[config.mk]
export PLATFORM = sky130hd
export DESIGN_NAME = raita_pattern_search
export DESIGN_NICKNAME = d
export VERILOG_FILES = /design/src/design/rps_pkg.sv /design/src/design/raita_pattern_search.sv /design/src/design/rps_ram.sv
export SDC_FILE = /design/constraint.sdc
export NUM_CORES = 2
export LEC_CHECK = 0
export ABC_CLOCK_PERIOD_IN_PS = 25000
export BUFFER_PORTS_ARGS = -buffer_cell sky130_fd_sc_hd__buf_2
export CORE_UTILIZATION = 68
export DETAILED_ROUTE_END_ITERATION = 10
export PLACE_DENSITY_LB_ADDON = 0.2
export SLEW_MARGIN = 0
export SYNTH_ARGS = -nofsm -noshare
export SYNTH_HDL_FRONTEND = slang
export SYNTH_HIERARCHICAL = 1
export SYNTH_SLANG_ARGS = --single-unit
[constraint.sdc]
create_clock -name clock -period 25 [get_ports clock]
set_input_delay 1.25 -clock clock [delete_from_list [all_inputs] [get_ports clock]]
set_output_delay 1.25 -clock clock [all_outputs]
set_load 0.1 [all_outputs]
[src/design/rps_pkg.sv]
// Shared constants for the streaming pattern search block.
package rps_pkg;

   localparam int MAX_PATTERN   = 64;
   localparam int ALPHABET_SIZE = 256;
   localparam int POSITION_BITS = 32;

   localparam int IDX_W  = $clog2(MAX_PATTERN);       // ring / pattern address
   localparam int LEN_W  = $clog2(MAX_PATTERN + 1);   // length, shift, countdown
   localparam int SYM_W  = $clog2(ALPHABET_SIZE);     // shift table address
   localparam int POS_W  = POSITION_BITS;

   // fixed field widths
   localparam int CFG_W   = 7;
   localparam int PIDX_W  = 6;
   localparam int BYTE_W  = 8;
   localparam int MATCH_W = 32;
   localparam int REQ_DATA_W = 16;

   // req_tuser codes
   localparam logic REQ_PATTERN = 1'b0;
   localparam logic REQ_TEXT    = 1'b1;

endpackage

[src/design/raita_pattern_search.sv]
// Top level: streaming Raita matcher with pattern, shift and text-window memories.
// A pattern byte or a text byte that triggers no check leaves the input ready.
// A text byte that triggers a window check holds the input until the check
// resolves: one RAM read per compared byte, early exit on mismatch,
// plus any wait of a match for the result register to free up.
// Checks are paced by the single read port of the window and pattern RAMs.
// Reset (synchronous): control, position and valid bits clear, countdown and
// pattern_length return to 1; RAM contents are not cleared, no clearing pass.
module raita_pattern_search
   import rps_pkg::*;
(
   input  logic                  clock,
   input  logic                  reset,
   // request transaction
   input  logic                  req_tvalid,
   output logic                  req_tready,
   input  logic [REQ_DATA_W-1:0] req_tdata,  // [5:0] pattern_index, [13:6] data_byte, pad
   input  logic                  req_tuser,  // [0] req_type
   // response transaction
   output logic                  rsp_tvalid,
   input  logic                  rsp_tready,
   output logic [MATCH_W-1:0]    rsp_tdata,  // [31:0] match_start
   // pattern_length register
   input  logic                  csr_we,
   input  logic [CFG_W-1:0]      csr_wdata
);

   localparam logic ST_IDLE  = 1'b0;
   localparam logic ST_CHECK = 1'b1;

   // request fields
   logic [PIDX_W-1:0] pidx;
   logic [BYTE_W-1:0] data_byte;
   logic [SYM_W-1:0]  sym;
   assign pidx      = req_tdata[PIDX_W-1:0];
   assign data_byte = req_tdata[PIDX_W +: BYTE_W];
   assign sym       = SYM_W'(data_byte);

   // registers
   logic                   state_ff, state_in;
   logic [CFG_W-1:0]       plen_ff;
   logic [IDX_W-1:0]       head_ff, head_in;
   logic [POS_W-1:0]       pos_ff, pos_in;
   logic [LEN_W-1:0]       cdown_ff, cdown_in;
   logic [ALPHABET_SIZE-1:0] swr_ff, swr_in;   // shift entry written
   logic [MAX_PATTERN-1:0] rvalid_ff, rvalid_in; // ring slot written since restart
   logic                   sw_hit_ff, sw_hit_in;
   logic [LEN_W-1:0]       step_ff, step_in;
   logic                   pend_ff, pend_in;
   logic                   pend_last_ff, pend_last_in;
   logic                   rv_hit_ff, rv_hit_in;
   logic                   rsp_valid_ff, rsp_valid_in;
   logic [MATCH_W-1:0]     rsp_data_ff, rsp_data_in;

   // effective length: 0 acts as 1, clamp to MAX_PATTERN
   logic [LEN_W-1:0] m_eff;
   always_comb begin
      if (plen_ff == '0) begin
         m_eff = LEN_W'(1);
      end else if (int'(plen_ff) > MAX_PATTERN) begin
         m_eff = LEN_W'(MAX_PATTERN);
      end else begin
         m_eff = LEN_W'(plen_ff);
      end
   end

   logic acc, acc_pat, acc_txt, restart;
   assign req_tready = (state_ff == ST_IDLE);
   assign acc        = req_tvalid && req_tready;
   assign acc_pat    = acc && (req_tuser == REQ_PATTERN);
   assign acc_txt    = acc && (req_tuser == REQ_TEXT);
   assign restart    = acc_pat && (pidx == '0);

   logic pat_wr, shf_wr;
   assign pat_wr = acc_pat && (int'(pidx) < MAX_PATTERN);
   assign shf_wr = acc_pat && ((int'(pidx) + 1) < int'(m_eff));

   logic [LEN_W-1:0] shf_val;
   assign shf_val = LEN_W'(m_eff - LEN_W'(1) - LEN_W'(pidx));

   // compare order: last, middle, first, then 1 .. m-2
   logic [LEN_W-1:0] k_sel, last_step;
   always_comb begin
      case (step_ff)
         LEN_W'(0): k_sel = LEN_W'(m_eff - LEN_W'(1));
         LEN_W'(1): k_sel = m_eff >> 1;
         LEN_W'(2): k_sel = '0;
         default:   k_sel = LEN_W'(step_ff - LEN_W'(2));
      endcase
      last_step = (m_eff < LEN_W'(3)) ? LEN_W'(2) : m_eff;
   end

   logic [IDX_W-1:0] ring_raddr, pat_raddr;
   assign ring_raddr = IDX_W'(head_ff - IDX_W'(m_eff) + IDX_W'(k_sel));
   assign pat_raddr  = IDX_W'(k_sel);

   logic [BYTE_W-1:0] ring_dout, pat_dout, ring_byte;
   logic [LEN_W-1:0]  shf_dout;
   logic              issue;

   rps_ram #(.WIDTH(BYTE_W), .DEPTH(MAX_PATTERN)) u_ring (
      .clock   (clock),
      .wr_en   (acc_txt),
      .wr_addr (head_ff),
      .wr_data (data_byte),
      .rd_en   (issue),
      .rd_addr (ring_raddr),
      .rd_data (ring_dout)
   );

   rps_ram #(.WIDTH(BYTE_W), .DEPTH(MAX_PATTERN)) u_pattern (
      .clock   (clock),
      .wr_en   (pat_wr),
      .wr_addr (IDX_W'(pidx)),
      .wr_data (data_byte),
      .rd_en   (issue),
      .rd_addr (pat_raddr),
      .rd_data (pat_dout)
   );

   // shift entry is read on each text byte and held through the check
   rps_ram #(.WIDTH(LEN_W), .DEPTH(ALPHABET_SIZE)) u_shift (
      .clock   (clock),
      .wr_en   (shf_wr),
      .wr_addr (sym),
      .wr_data (shf_val),
      .rd_en   (acc_txt),
      .rd_addr (sym),
      .rd_data (shf_dout)
   );

   // unwritten ring slots read as zero
   assign ring_byte = rv_hit_ff ? ring_dout : '0;

   logic out_free, bytes_eq;
   logic [POS_W-1:0] start_pos;
   assign out_free  = !rsp_valid_ff || rsp_tready;
   assign bytes_eq  = (ring_byte == pat_dout);
   assign start_pos = POS_W'(pos_ff - POS_W'(m_eff) + POS_W'(1));

   always_comb begin
      state_in     = state_ff;
      head_in      = head_ff;
      pos_in       = pos_ff;
      cdown_in     = cdown_ff;
      swr_in       = swr_ff;
      rvalid_in    = rvalid_ff;
      sw_hit_in    = sw_hit_ff;
      step_in      = step_ff;
      pend_in      = 1'b0;
      pend_last_in = 1'b0;
      rv_hit_in    = rv_hit_ff;
      rsp_valid_in = rsp_valid_ff && !rsp_tready;
      rsp_data_in  = rsp_data_ff;
      issue        = 1'b0;

      case (state_ff)
         ST_IDLE: begin
            if (acc_pat) begin
               if (restart) begin
                  swr_in    = '0;
                  rvalid_in = '0;
                  head_in   = '0;
                  pos_in    = '0;
                  cdown_in  = m_eff;
               end
               if (shf_wr) begin
                  swr_in[sym] = 1'b1;
               end
            end else if (acc_txt) begin
               rvalid_in[head_ff] = 1'b1;
               head_in   = (int'(head_ff) == MAX_PATTERN - 1) ? '0
                                                               : IDX_W'(head_ff + IDX_W'(1));
               sw_hit_in = swr_ff[sym];
               if (cdown_ff <= LEN_W'(1)) begin
                  state_in = ST_CHECK;
                  step_in  = '0;
               end else begin
                  cdown_in = LEN_W'(cdown_ff - LEN_W'(1));
                  pos_in   = POS_W'(pos_ff + POS_W'(1));
               end
            end
         end
         ST_CHECK: begin
            if (pend_ff && (!bytes_eq || pend_last_ff)) begin
               // window resolved: wait for a free output slot only on a match
               if (!bytes_eq || out_free) begin
                  state_in = ST_IDLE;
                  cdown_in = sw_hit_ff ? shf_dout : m_eff;
                  pos_in   = POS_W'(pos_ff + POS_W'(1));
                  if (bytes_eq) begin
                     rsp_valid_in = 1'b1;
                     rsp_data_in  = MATCH_W'(start_pos);
                  end
               end else begin
                  pend_in      = 1'b1;
                  pend_last_in = 1'b1;
               end
            end else begin
               issue        = 1'b1;
               rv_hit_in    = rvalid_ff[ring_raddr];
               pend_in      = 1'b1;
               pend_last_in = (step_ff == last_step);
               step_in      = LEN_W'(step_ff + LEN_W'(1));
            end
         end
         default: begin
            state_in = ST_IDLE;
         end
      endcase
   end

   always_ff @(posedge clock) begin
      if (reset) begin
         state_ff     <= ST_IDLE;
         plen_ff      <= CFG_W'(1);
         head_ff      <= '0;
         pos_ff       <= '0;
         cdown_ff     <= LEN_W'(1);
         swr_ff       <= '0;
         rvalid_ff    <= '0;
         pend_ff      <= 1'b0;
         pend_last_ff <= 1'b0;
         rsp_valid_ff <= 1'b0;
      end else begin
         state_ff     <= state_in;
         if (csr_we) begin
            plen_ff <= csr_wdata;
         end
         head_ff      <= head_in;
         pos_ff       <= pos_in;
         cdown_ff     <= cdown_in;
         swr_ff       <= swr_in;
         rvalid_ff    <= rvalid_in;
         pend_ff      <= pend_in;
         pend_last_ff <= pend_last_in;
         rsp_valid_ff <= rsp_valid_in;
      end
   end

   // payload registers
   always_ff @(posedge clock) begin
      sw_hit_ff   <= sw_hit_in;
      step_ff     <= step_in;
      rv_hit_ff   <= rv_hit_in;
      rsp_data_ff <= rsp_data_in;
   end

   assign rsp_tvalid = rsp_valid_ff;
   assign rsp_tdata  = rsp_data_ff;

   // text byte with expired countdown must start a window check
   a_check_start: assert property (@(posedge clock) disable iff (reset)
      (acc_txt && (cdown_ff <= LEN_W'(1))) |=> (state_ff == ST_CHECK))
      else $error("window check not started");

   // countdown steps down by one on a byte that triggers no check
   a_cdown_dec: assert property (@(posedge clock) disable iff (reset)
      (acc_txt && (cdown_ff > LEN_W'(1))) |=> (cdown_ff == $past(cdown_ff) - LEN_W'(1)))
      else $error("countdown did not decrement");

   // a new result only comes out of a finished check
   a_rsp_from_check: assert property (@(posedge clock) disable iff (reset)
      $rose(rsp_valid_ff) |-> ($past(state_ff) == ST_CHECK))
      else $error("result raised outside a check");

   // restart clears the window head, the position and the ring valid bits
   a_restart_clear: assert property (@(posedge clock) disable iff (reset)
      restart |=> ((head_ff == '0) && (pos_ff == '0) && (rvalid_ff == '0)))
      else $error("restart did not clear window state");

   // a pending compare never coexists with an idle state
   a_pend_in_check: assert property (@(posedge clock) disable iff (reset)
      pend_ff |-> (state_ff == ST_CHECK))
      else $error("compare pending while idle");

endmodule

[src/design/rps_ram.sv]
// Generic simple dual-port RAM with registered read.
module rps_ram #(
   parameter int WIDTH = 8,
   parameter int DEPTH = 64
) (
   input  logic                     clock,
   input  logic                     wr_en,
   input  logic [$clog2(DEPTH)-1:0] wr_addr,
   input  logic [WIDTH-1:0]         wr_data,
   input  logic                     rd_en,
   input  logic [$clog2(DEPTH)-1:0] rd_addr,
   output logic [WIDTH-1:0]         rd_data
);

   logic [WIDTH-1:0] mem [DEPTH];

   always_ff @(posedge clock) begin
      if (wr_en) begin
         mem[wr_addr] <= wr_data;
      end
      if (rd_en) begin
         rd_data <= mem[rd_addr];
      end
   end

endmodule
==> run_results.csv <==
group,metric,value,unit
status,status,"completed",
clock_tree,clk_latency,0.95,ns
clock_tree,postCtsHoldBufs,0,
routing,drtAntennaViolNets,0,
logic_synthesis,synth_most_common_cell,"edfxtp_1",
clock_tree,cts_tree,"built",
grt,grt_max_degree,265,
placed_design,dpl_worst_slack,17.85,ns
floorplanning,num_rows,161,
logic_synthesis,ys_ff_latch,3256,
power,powerDensity,89.4,nW/um^2
job,maxCapViolCount,0,
floorplanning,ios,63,
power,p_seq_frac,0.486,
cells_and_area,stdcell_count,10200,
worst_setup_path,crit_chain,"or4_1 -> nor2_1 -> o31a_1 -> o22ai_1 -> a21oi_1 -> ha_1 -> inv_1 -> ha_4 -> inv_1 -> fa_1 -> buf_4 -> inv_4 -> buf_4 -> mux4_2 -> nor2b_1 -> a2111oi_0 -> o41ai_1",
logic_synthesis,synthFlopType,"edfxtp_1",
floorplanning,die_width,443,um
placed_design,routabilityCongestion,0.893,
timing,rsz0062_at_grt,"no",
logic_synthesis,synthAdderAreaFrac,0.00967,
logic_synthesis,ys_async_sr_fraction,0,
power,total_power,12.9,mW
worst_setup_path,path_buf_inv,5,
logic_synthesis,synthSimpleGateAreaFrac,0.0524,
power,peakVddDrop,0.104,mV
routing,dr.pass1.iters,7,
logic_synthesis,ys_seq_area_frac,0.711,
worst_setup_path,path_delay_family,"compound AO/OA/AOI/OAI gates",
cells_and_area,layout-drive-gt1-share,0.186,
routing,drcViolationCount,0,
routing,avgRoutedWirePerCell,31.5,um
cells_and_area,utilization,0.748,
placed_design,dpl_cell_area,134000,sq um
worst_setup_path,critPathSlowestCell,"a2111oi_0",
logic_synthesis,synthCells,7429,
timing,fmax,148,MHz
worst_setup_path,cp-start-kind,"register",
floorplanning,core,193000,sq um
timing,setup_ws,18.23,ns
logic_synthesis,ys_warn_count,6,
logic_synthesis,synth_edf_count,2880,
grt,overflow,0,
power,switchingPower,3.30,mW
cells_and_area,area_growth,9.13,%
timing,hold_violations,0,
power,power.internal,9.59,mW
worst_setup_path,crit_arrival,7.42,ns
routing,num_vias,72900,
placed_design,post-dp-hpwl,177000,um
power,p_clk_frac,0.366,
worst_setup_path,critPathCaptureType,"register",
timing,tightestPinTransition,1.39,ns
logic_synthesis,synth_xor_area_frac,0.00550,
logic_synthesis,synth_largest_area_cell,"edfxtp_1",
logic_synthesis,synth_top_area_frac,0.654,
power,comb_power_share,0.147,
floorplanning,die_y,443,um
clock_tree,clockBufferDepth,4,
logic_synthesis,synth_compound_area_frac,0.0520,
clock_tree,htreeDepth,5,
timing,max_slew_margin,0.0703,
clock_tree,cts_root_buf,"clkbuf_16",
power,power.leakage,46.0,nW
grt,grt_antenna_before_repair,8,
worst_setup_path,cp.required,25.65,ns
logic_synthesis,synthDistinctLibCells,84,
routing,routed_via_density,7.15,
logic_synthesis,avgSynthCellArea,17.8,sq um
worst_setup_path,crit_path_max_incr_delay,0.71,ns
logic_synthesis,synth_top_family_by_area,"multiplexers",
timing,final_max_slew_viol_count,0,
routing,drt-initial-drc-count,10000,
power,switching_share,0.256,
logic_synthesis,synthMuxAreaShare,0.146,
clock_tree,cts_resized,0,
clock_tree,cts_buffers,327,
grt,grt_first_pass_wirelength,473000,um
logic_synthesis,netlist_top_cells_area,"edfxtp_1, mux4_2, dfxtp_1, nor2_1, a22o_1",
cells_and_area,finish.instance_area,144000,sq um
min_path,hp-class,"register to register",
timing,skew,0.0662,ns
timing,setup_viol,0,
grt,grt_pass1_vias,73100,
worst_setup_path,path_class,"register to register",
placed_design,portBuffers,60,
timing,setup_tns,0,ns
worst_setup_path,cp_max_fo,53,
clock_tree,clock-sinks,3256,
grt,grt_usage,0.329,
timing,min_period,6.77,ns
timing,whs,0.448,ns
floorplanning,die_area,196000,sq um
floorplanning,initial_utilization,0.686,
logic_synthesis,synthesis.area,132000,sq um
clock_tree,postCtsSetupBuffers,0,
clock_tree,cts.clk_slew.worst_paths,0.06,ns
logic_synthesis,synth_nets,7556,
placed_design,place_inst,9625,
timing,post-route-period-util,0.271,
cells_and_area,nets,7555,
logic_synthesis,synth_common_cells,"edfxtp_1, mux4_2, nor2_1, dfxtp_1, nor3_1",
routing,routed_wl,322000,um
==> cells by family after synthesis <==
family	after synthesis
AO/OA/AOI/OAI	907
adder cells (fa/ha/maj)	98
multiplexers	988
buffers and inverters	588
AND/OR/NAND/NOR	1509
flip-flops	3256
XOR/XNOR	83
==> sequential cells by signal, indices dropped and copies added, names as in the netlist, 6 cells and up <==
signal,flops
cdown_ff,7
head_ff,6
plen_ff,7
pos_ff,32
rsp_tdata,32
rvalid_ff,64
step_ff,7
swr_ff,256
u_pattern/mem,512
u_pattern/rd_data,8
u_ring/mem,512
u_ring/rd_data,8
u_shift/mem,1792
u_shift/rd_data,7
==> cell type report <==
type / count / area (sq um)
diodes: 3 / 7.51
fillers: 10300 / 48500
multi-input cells: 3585 / 35300
repair buffers: 162 / 1250
flip-flops and latches: 3256 / 94000
well taps: 2526 / 3160
clock inverters: 169 / 1440
inverters: 96 / 388
clock buffers: 406 / 8700
==> power by group through the flow <==
stage	Clock (mW)	Combinational (mW)	Sequential [mW]
floorplan	0	1.24	6.50
global placement	0	1.79	6.38
detailed placement	0	1.84	6.38
CTS	4.76	1.87	6.27
global route	4.95	1.98	6.27
finish	4.73	1.90	6.27
==> placed cells by master (no fill, tap or decap), types with 23 or more instances in the layout <==
master,n
a22o_1,268
a22oi_1,118
o2111ai_1,23
nor3_1,333
clkinv_2,57
nand4_1,23
nor4_1,48
inv_1,87
clkbuf_1,65
a21oi_1,122
xnor2_1,54
nand2_1,195
edfxtp_1,2880
clkbuf_16,334
mux2i_1,214
a221oi_1,33
o22ai_1,85
a211oi_1,26
nand2b_1,36
nor2b_1,62
ha_1,90
nand3_1,98
dfxtp_1,376
bufinv_16,25
mux2_2,28
o21ai_0,48
mux4_2,736
buf_2,51
nor2_1,624
buf_4,94
clkinv_1,71
==> layer usage <==
layer / track usage / up-vias / share of wire
met5: 0 / - / 0.000087
met4: 0.152 / 4 / 0.050
met3: 0.0660 / 948 / 0.11
met2: 0.516 / 4869 / 0.48
met1: 0.451 / 37100 / 0.36
li1: - / 30000 / -
==> tightest hold or removal path, delay by kind of cell, from the launching register on <==
family | cells | cell delay (ns)
AOI/OAI and AO/OA | 1 | 0.05
DFF | 1 | 0.32
and+or+nand+nor | 1 | 0.05
==> path summary, 6_finish.rpt <==
path / slack, ns / end / from / depth (start not counted)
worst max-delay path: 18.23 / u_ring/rd_data[5] / step_ff[5] / 17
worst min register to register: 0.45 / swr_ff[254] / swr_ff[254] / 2
worst min-delay path: 0.45 / swr_ff[254] / swr_ff[254] / 2
worst max register to register: 18.23 / u_ring/rd_data[5] / step_ff[5] / 17
Power figures use the tool's default switching activity.
